$ cat src/design/mdp_pkg.sv
// shared types and constants for the modular dot product
package mdp_pkg;

  localparam int unsigned WordBits = 64;
  localparam int unsigned CfgIdxBits = 1;

  typedef enum logic [CfgIdxBits-1:0] {
    RegModulus  = 1'b0,
    RegAccWords = 1'b1
  } cfg_reg_e;

  typedef struct packed {
    logic clear;
    logic load;
    logic step;
    logic take;
  } dp_cmd_t;

  typedef struct packed {
    logic red_done;
  } dp_sts_t;

endpackage

$ cat src/design/mdp_ctrl.sv
// sequencing of accumulate, reduce and result hand-off
module mdp_ctrl (
  input  logic             clk_i,
  input  logic             rst_ni,
  input  logic             in_valid,
  input  logic             in_last_i,
  output logic             in_ready,
  input  logic             mul_busy_i,
  output logic             out_valid,
  input  logic             out_ready,
  output mdp_pkg::dp_cmd_t cmd_o,
  input  mdp_pkg::dp_sts_t sts_i
);

  typedef enum logic [2:0] {
    StAcc, StDrain, StLoad, StRed, StTake, StOut
  } state_e;

  state_e state_q;

  assign in_ready = (state_q == StAcc);

  always_comb begin
    cmd_o = '0;
    cmd_o.load  = (state_q == StLoad);
    cmd_o.step  = (state_q == StRed) && !sts_i.red_done;
    cmd_o.take  = (state_q == StTake);
    cmd_o.clear = (state_q == StTake);
  end

  always_ff @(posedge clk_i or negedge rst_ni) begin
    if (!rst_ni) begin
      state_q   <= StAcc;
      out_valid <= 1'b0;
    end else begin
      case (state_q)
        StAcc:   if (in_valid && in_last_i) state_q <= StDrain;
        StDrain: if (!mul_busy_i) state_q <= StLoad;
        StLoad:  state_q <= StRed;
        StRed:   if (sts_i.red_done) state_q <= StTake;
        StTake: begin
          state_q   <= StOut;
          out_valid <= 1'b1;
        end
        StOut: if (out_ready) begin
          state_q   <= StAcc;
          out_valid <= 1'b0;
        end
        default: state_q <= StAcc;
      endcase
    end
  end

endmodule

$ cat config.mk
export PLATFORM = sky130hd
export DESIGN_NAME = mdp_ctrl
export DESIGN_NICKNAME = d
export VERILOG_FILES = /design/src/design/mdp_pkg.sv /design/src/design/mdp_ctrl.sv
export SDC_FILE = /design/constraint.sdc
export NUM_CORES = 1
export LEC_CHECK = 0
export ABC_AREA = 1
export BUFFER_PORTS_ARGS = -buffer_cell sky130_fd_sc_hd__buf_2
export CELL_PAD_IN_SITES_DETAIL_PLACEMENT = 2
export CELL_PAD_IN_SITES_GLOBAL_PLACEMENT = 2
export CORE_MARGIN = 2
export CORE_UTILIZATION = 21
export CTS_CLUSTER_SIZE = 16
export DETAILED_ROUTE_END_ITERATION = 16
export PLACE_DENSITY_LB_ADDON = 0.1
export SYNTH_ARGS = -nofsm -noshare
export SYNTH_HDL_FRONTEND = slang
export SYNTH_SLANG_ARGS = --single-unit
$ cat constraint.sdc
create_clock -name clk_i -period 1.75 [get_ports clk_i]
set_clock_uncertainty 0.2 [all_clocks]
set_input_delay 0.175 -clock clk_i [delete_from_list [all_inputs] [get_ports clk_i]]
set_output_delay 0.175 -clock clk_i [all_outputs]
set_load 0.01 [all_outputs]
==> impl_metrics.tcl, run 1 <==
set metrics [dict create \
    clock_latency_ps 230 \
    drtPass1Iterations 4 \
    rsz0062_at_grt "no" \
    start_util_pct 22.4 \
    arrival_ps 1180 \
    crit_start "state_q[0]$_DFFE_PN0P_" \
    multi_input_area_um2 146 \
    r2r_setup_slack_ps 390 \
    antenna_found_initial 0 \
    rr_worst_depth 6 \
    synth_top_family_by_area "simple AND/OR/NAND/NOR gates" \
    portBuffers 12 \
    num_antenna_cells 0 \
    synth-simple-area-share_pct 43.3 \
    synth_compound_area_share_pct 6.87 \
    die_y_um 41.3 \
    worst_hold_slack_ps 34.9 \
    globalplace.congestion 0.744 \
    nets 64 \
    hold_viol_final 0 \
    synth_common_cells "nand2_1, inv_1, nand3_1, dfrtp_1, o21ai_0" \
    cp.depth 4 \
    finalSetupViolCount 0 \
    core_area_um2 1300 \
    slowest_delay_ps 460 \
    clock_power_share_pct 18.8 \
    wirelength_um 812 \
    synth-adder-area-share_pct 0 \
    yosysWarningCount 0 \
    cts_max_level 1 \
    path_clk_slew_ps 40 \
    cts_tree "yes" \
    maxSlewHeadroom_pct 78.5 \
    synth_area_per_cell_um2 7.11 \
    critical_path_class "reg -> out" \
    cp_slowest_cell "dfrtp_2" \
    async_flop_share_pct 100 \
    vias 306 \
    crit_chain "nor2_1, nand2_1, inv_1, buf_2" \
    rows 13 \
    register_area_um2 101 \
    grt_pass1_wl_um 1240 \
    worst_slew_pin_slew_ps 323 \
    root_buffer "clkbuf_4" \
    internal_power_mw 0.326 \
    p_per_area_nw_per_um2 1550 \
    track_usage_pct 11.9 \
    vias_per_cell 4.37 \
    fill_cells 172 \
    hp-class "in -> reg" \
    r2r-start "state_q[1]$_DFFE_PN0P_" \
    grt_max_degree 11 \
    p_leak_nw 0.208 \
    clkSinkCount 4 \
    maxCapViolCount 0 \
    synth_seq_cells 4 \
    p_sw_share_pct 45.5 \
    syn_area_um2 292 \
    clock_path_buffers 2 \
    p_comb_share_pct 47.7 \
    irDropWorstVdd_uv 456 \
    worst-path-buf-inv 2 \
    seq_area_frac_synth_pct 34.3 \
    critical_path_required_ps 1370 \
    boundaryPins 13 \
    power_mw 0.597 \
    slew_violations 0 \
    worst_setup_path_start_kind "flip-flop" \
    cp_top_family "flip-flops" \
    drtIter0Drc 4 \
    gr-total-overflow 0 \
    p_seq_share_pct 33.5 \
    timing.final.crit_period_ps 1560 \
    min_from "sts_i" \
    synth.area.top_cells "dfrtp_1, nand2_1, nand3_1" \
    synth_enable_flop_cells 0 \
    synth_top_cell_area_share_pct 34.3 \
    synth.net_count 48 \
    route.antenna.remaining_nets 0 \
    cp-end-kind "primary output" \
    post-synth-top-area-cell "dfrtp_1" \
    period_share_pct 88.9 \
    wl_per_cell_um 11.6 \
    syn_inst 41 \
    synth_cell_types 16 \
    outcome "complete, no violations" \
    synthMuxAreaShare_pct 0 \
    grt_pass1_vias 285 \
    switching_power_mw 0.272 \
    crit_path_end "cmd_o[3]" \
    area_growth_pct 32.2 \
    fin_tns_setup_ps 0 \
    synth_top_flop_cell "dfrtp_1" \
    drive_gt1_share_pct 41.8 \
    fp.dieW_um 41.3 \
    dp_hpwl_um 662 \
    critPathMaxFanout 10 \
    synthXorXnorAreaFrac_pct 0 \
    yosysMostFrequentCell "nand2_1" \
    fmax_ghz 0.643 \
    drc 0 \
    worstReg2RegEnd "state_q[2]$_DFFE_PN0P_" \
    dieArea_um2 1700 \
    fin_util_pct 29.6 \
    cts_buffers 3 \
]
flip-flops by register name (all words and copies together) (netlist names):
signal and count:
out_valid 1, state_q 3
metrics by stage:
stage / instances / area [um2] / setup slack [ps]
after floorplan: 41 / 292 / 463
after global placement: 66 / 352 / 375
after detailed placement: 66 / 352 / 331
after CTS: 70 / 384 / 93.6
after global routing: 70 / 385 / 106
final: 70 / 385 / 194
power groups by stage:
stage	combinational (mW)	sequential (mW)	clock, mW
after floorplan	0.244	0.168	0
final	0.285	0.200	0.112
after detailed placement	0.291	0.201	0
after global routing	0.330	0.211	0.133
after global placement	0.280	0.197	0
after CTS	0.293	0.200	0.120
cell type report:
type | count | share of cell area [%]
Tap cell | 15 | 4.87
Clock buffer | 3 | 5.84
Timing Repair Buffer | 13 | 18.2
Sequential cell | 4 | 26.3
Multi-Input combinational cell | 28 | 38.0
Inverter | 7 | 6.82
layer usage:
| metal | routed length [um] | track usage, % |
|---|---|---|
| met1 | 361 | 13.5 |
| met5 | 0 | 0 |
| met3 | 50 | 4.89 |
| met4 | 0 | 4.84 |
| met2 | 400 | 19.5 |
placed cells by master (no fill, tap or decap), drive strengths merged:
master	Yosys	layout
clkbuf	0	3
nor3	2	2
buf	2	12
inv	7	7
nand2	11	11
a21oi	1	1
dfrtp	4	4
nand4	1	1
nand3	6	6
nor2	4	4
o21ai	3	3
dlygate4sd3	0	1
cells by family after synthesis:
| kind of cell | Yosys count |
|---|---|
| DFF | 4 |
| and+or+nand+nor | 24 |
| buffers and inverters | 9 |
| AOI/OAI and AO/OA | 4 |
worst reg2reg max path, cell delays in order, from the launching register on:
cell     delay [ps]
dfrtp_1         440
inv_1           140
nand3_2          80
nor2_2          170
nor2_2           80
nand3_1          90
nand2_1          50
timing repair:
| item | in CTS | in global routing |
|---|---|---|
| hold endpoints to repair | 4 | 0 |
| hold buffers | 1 | 0 |
| setup endpoints to repair | 0 | 1 |
| gates resized for setup | 0 | 1 |
| buffers inserted | 0 | 0 |
worst min-delay path by stage:
stage | cells past startpoint | end | slack [ps]
after floorplan | 0 | out_valid$_DFFE_PN0P_ | -320
after global placement | 1 | out_valid$_DFFE_PN0P_ | -220
after detailed placement | 1 | out_valid$_DFFE_PN0P_ | -220
after CTS | 4 | state_q[2]$_DFFE_PN0P_ | 30
after global routing | 4 | state_q[2]$_DFFE_PN0P_ | 40
final | 4 | state_q[1]$_DFFE_PN0P_ | 30
Power figures use the tool's default switching activity.
==> run 2: changes to the inputs <==
--- a/config.mk
+++ b/config.mk
@@ -10,9 +10,10 @@
 export CELL_PAD_IN_SITES_DETAIL_PLACEMENT = 2
 export CELL_PAD_IN_SITES_GLOBAL_PLACEMENT = 2
 export CORE_MARGIN = 2
-export CORE_UTILIZATION = 21
+export CORE_UTILIZATION = 19
 export CTS_CLUSTER_SIZE = 16
 export DETAILED_ROUTE_END_ITERATION = 16
+export GPL_TIMING_DRIVEN = 0
 export PLACE_DENSITY_LB_ADDON = 0.1
 export SYNTH_ARGS = -nofsm -noshare
 export SYNTH_HDL_FRONTEND = slang
==> constraint.sdc (replaced) <==
create_clock -name clk_i -period 1.3 [get_ports clk_i]
set_clock_uncertainty 0.2 [all_clocks]
set_input_delay 0.13 -clock clk_i [delete_from_list [all_inputs] [get_ports clk_i]]
set_output_delay 0.13 -clock clk_i [all_outputs]
set_load 0.01 [all_outputs]
==> impl_metrics.tcl, run 2 (same netlist as run 1, synthesis figures left out) <==
set metrics [dict create \
    p_leak_nw 0.274 \
    path_clk_slew_ps 40 \
    fmax_ghz 0.677 \
    irDropWorstVdd_uv 598 \
    track_usage_pct 15.6 \
    wl_per_cell_um 14.5 \
    antenna_found_initial 0 \
    grt_pass1_wl_um 2040 \
    critical_path_required_ps 970 \
    drc 0 \
    slowest_delay_ps 460 \
    boundaryPins 13 \
    critPathMaxFanout 4 \
    rows 14 \
    hp-class "in -> async" \
    area_growth_pct 89.7 \
    vias_per_cell 4.48 \
    maxCapViolCount 0 \
    root_buffer "clkbuf_4" \
    crit_chain "buf_6, nor3_2, buf_2" \
    num_antenna_cells 0 \
    top_regs "state_q (3), out_valid (1)" \
    die_y_um 43.2 \
    vias 367 \
    dp_hpwl_um 728 \
    power_mw 1.17 \
    final_common_cell "buf_2" \
    start_util_pct 19.8 \
    critical_path_class "reg -> out" \
    timing.final.crit_period_ps 1480 \
    core_area_um2 1470 \
    period_share_pct 114 \
    worst_slew_pin_slew_ps 248 \
    outcome "finished, violations left" \
    nets 75 \
    clkSinkCount 4 \
    dieArea_um2 1860 \
    clock_path_buffers 2 \
    mostFrequentLayoutCells "buf_2, nand2_1, buf_6" \
    worst_slack_ps -176 \
    grt_max_degree 7 \
    wirelength_um 1190 \
    gr-total-overflow 0 \
    portBuffers 12 \
    cp_slowest_cell "dfrtp_2" \
    violations "negative setup slack" \
    maxSlewHeadroom_pct 83.5 \
    globalplace.congestion 0.733 \
    worst_setup_path_start_kind "flip-flop" \
    largest_register_ffs 3 \
    drtPass1Iterations 1 \
    clock_latency_ps 240 \
    fin_util_pct 37.6 \
    regMostFlops "state_q" \
    drtIter0Drc 0 \
    grt_pass1_vias 413 \
    route.antenna.remaining_nets 0 \
    rsz0062_at_grt "yes" \
    arrival_ps 1150 \
    cp-end-kind "primary output" \
    cts_buffers 3 \
    fill_cells 178 \
    drive_gt1_share_pct 66.7 \
    hold_viol_final 0 \
    p_per_area_nw_per_um2 2120 \
    fp.dieW_um 43.2 \
    cts_tree "yes" \
    cts_max_level 1 \
    slew_violations 0 \
    finalSetupViolCount 8 \
]
-- run 2: changes by cell type in the layout (fill, tap and decap cells not counted), moves of 2 or more --
| cell | change |
|---|---|
| buf_6 | +6 |
| buf_4 | +5 |
| nand2_1 | -3 |
| nand2_2 | +3 |
| nor2_4 | +3 |
| inv_1 | -2 |
| nand3_1 | -2 |
| nor2_1 | -2 |
-- run 2: timing repair --
item / in CTS / in global routing
endpoints found under the setup margin: 8 / 9
hold buffers: 2 / 0
hold endpoints to repair: 5 / 0
buffers inserted: 8 / 0
pin swaps: 8 / 5
gates resized for setup: 19 / 5
-- run 2: path summary, 6_finish.rpt --
path                                   startpoint                endpoint  slack (ps)  cells after the start
max                        state_q[1]$_DFFE_PN0P_                in_ready        -180                      3
min                                        rst_ni  state_q[1]$_DFFE_PN0P_          30                      2
max reg2reg                state_q[0]$_DFFE_PN0P_  state_q[2]$_DFFE_PN0P_        -150                      8
min reg2reg                 out_valid$_DFFE_PN0P_   out_valid$_DFFE_PN0P_         270                      2
max in group asynchronous                  rst_ni  state_q[2]$_DFFE_PN0P_         740                      2
min in group clk_i                          sts_i  state_q[1]$_DFFE_PN0P_         120                      5
-- run 2: where the power goes --
part / switching (mW) / total (mW) / internal, mW
combinational: 0.421 / 0.769 / 0.348
clock: 0.0576 / 0.161 / 0.104
sequential: 0.0584 / 0.240 / 0.182
-- run 2: layer usage --
| metal | track usage, % | part of all wire (%) |
|---|---|---|
| met3 | 6.38 | 3.4 |
| met5 | 0 | 0 |
| met4 | 6.67 | 0.67 |
| met2 | 25.7 | 55 |
| met1 | 17.4 | 41 |
-- run 2: critical path: cells and delay by family (launching register included) --
| kind | cells | cell delay, ps |
|---|---|---|
| AND/OR/NAND/NOR | 1 | 150 |
| buffers and inverters | 2 | 300 |
| flip-flops | 1 | 460 |
-- run 2: metrics by stage --
stage,cells,hold WS (ps),setup TNS [ps],instance area [um2],worst slack (ps)
floorplan,41,-366,0,292,17.3
global placement,69,-265,-141,372,-45.7
detailed placement,69,-259,-265,372,-76.7
CTS,82,20.6,-1080,539,-181
global route,82,31.0,-1640,553,-254
finish,82,27.6,-1040,553,-176
-- run 2: layout make-up --
type / instances / area [um2] / area share, %
multi-input combinational: 28 / 196 / 35.5
timing repair buffer: 22 / 158 / 28.5
sequential: 4 / 103 / 18.6
inverter: 7 / 31.3 / 5.66
clock buffer: 3 / 22.5 / 4.07
buffer: 2 / 22.5 / 4.07
tap: 16 / 20.0 / 3.62
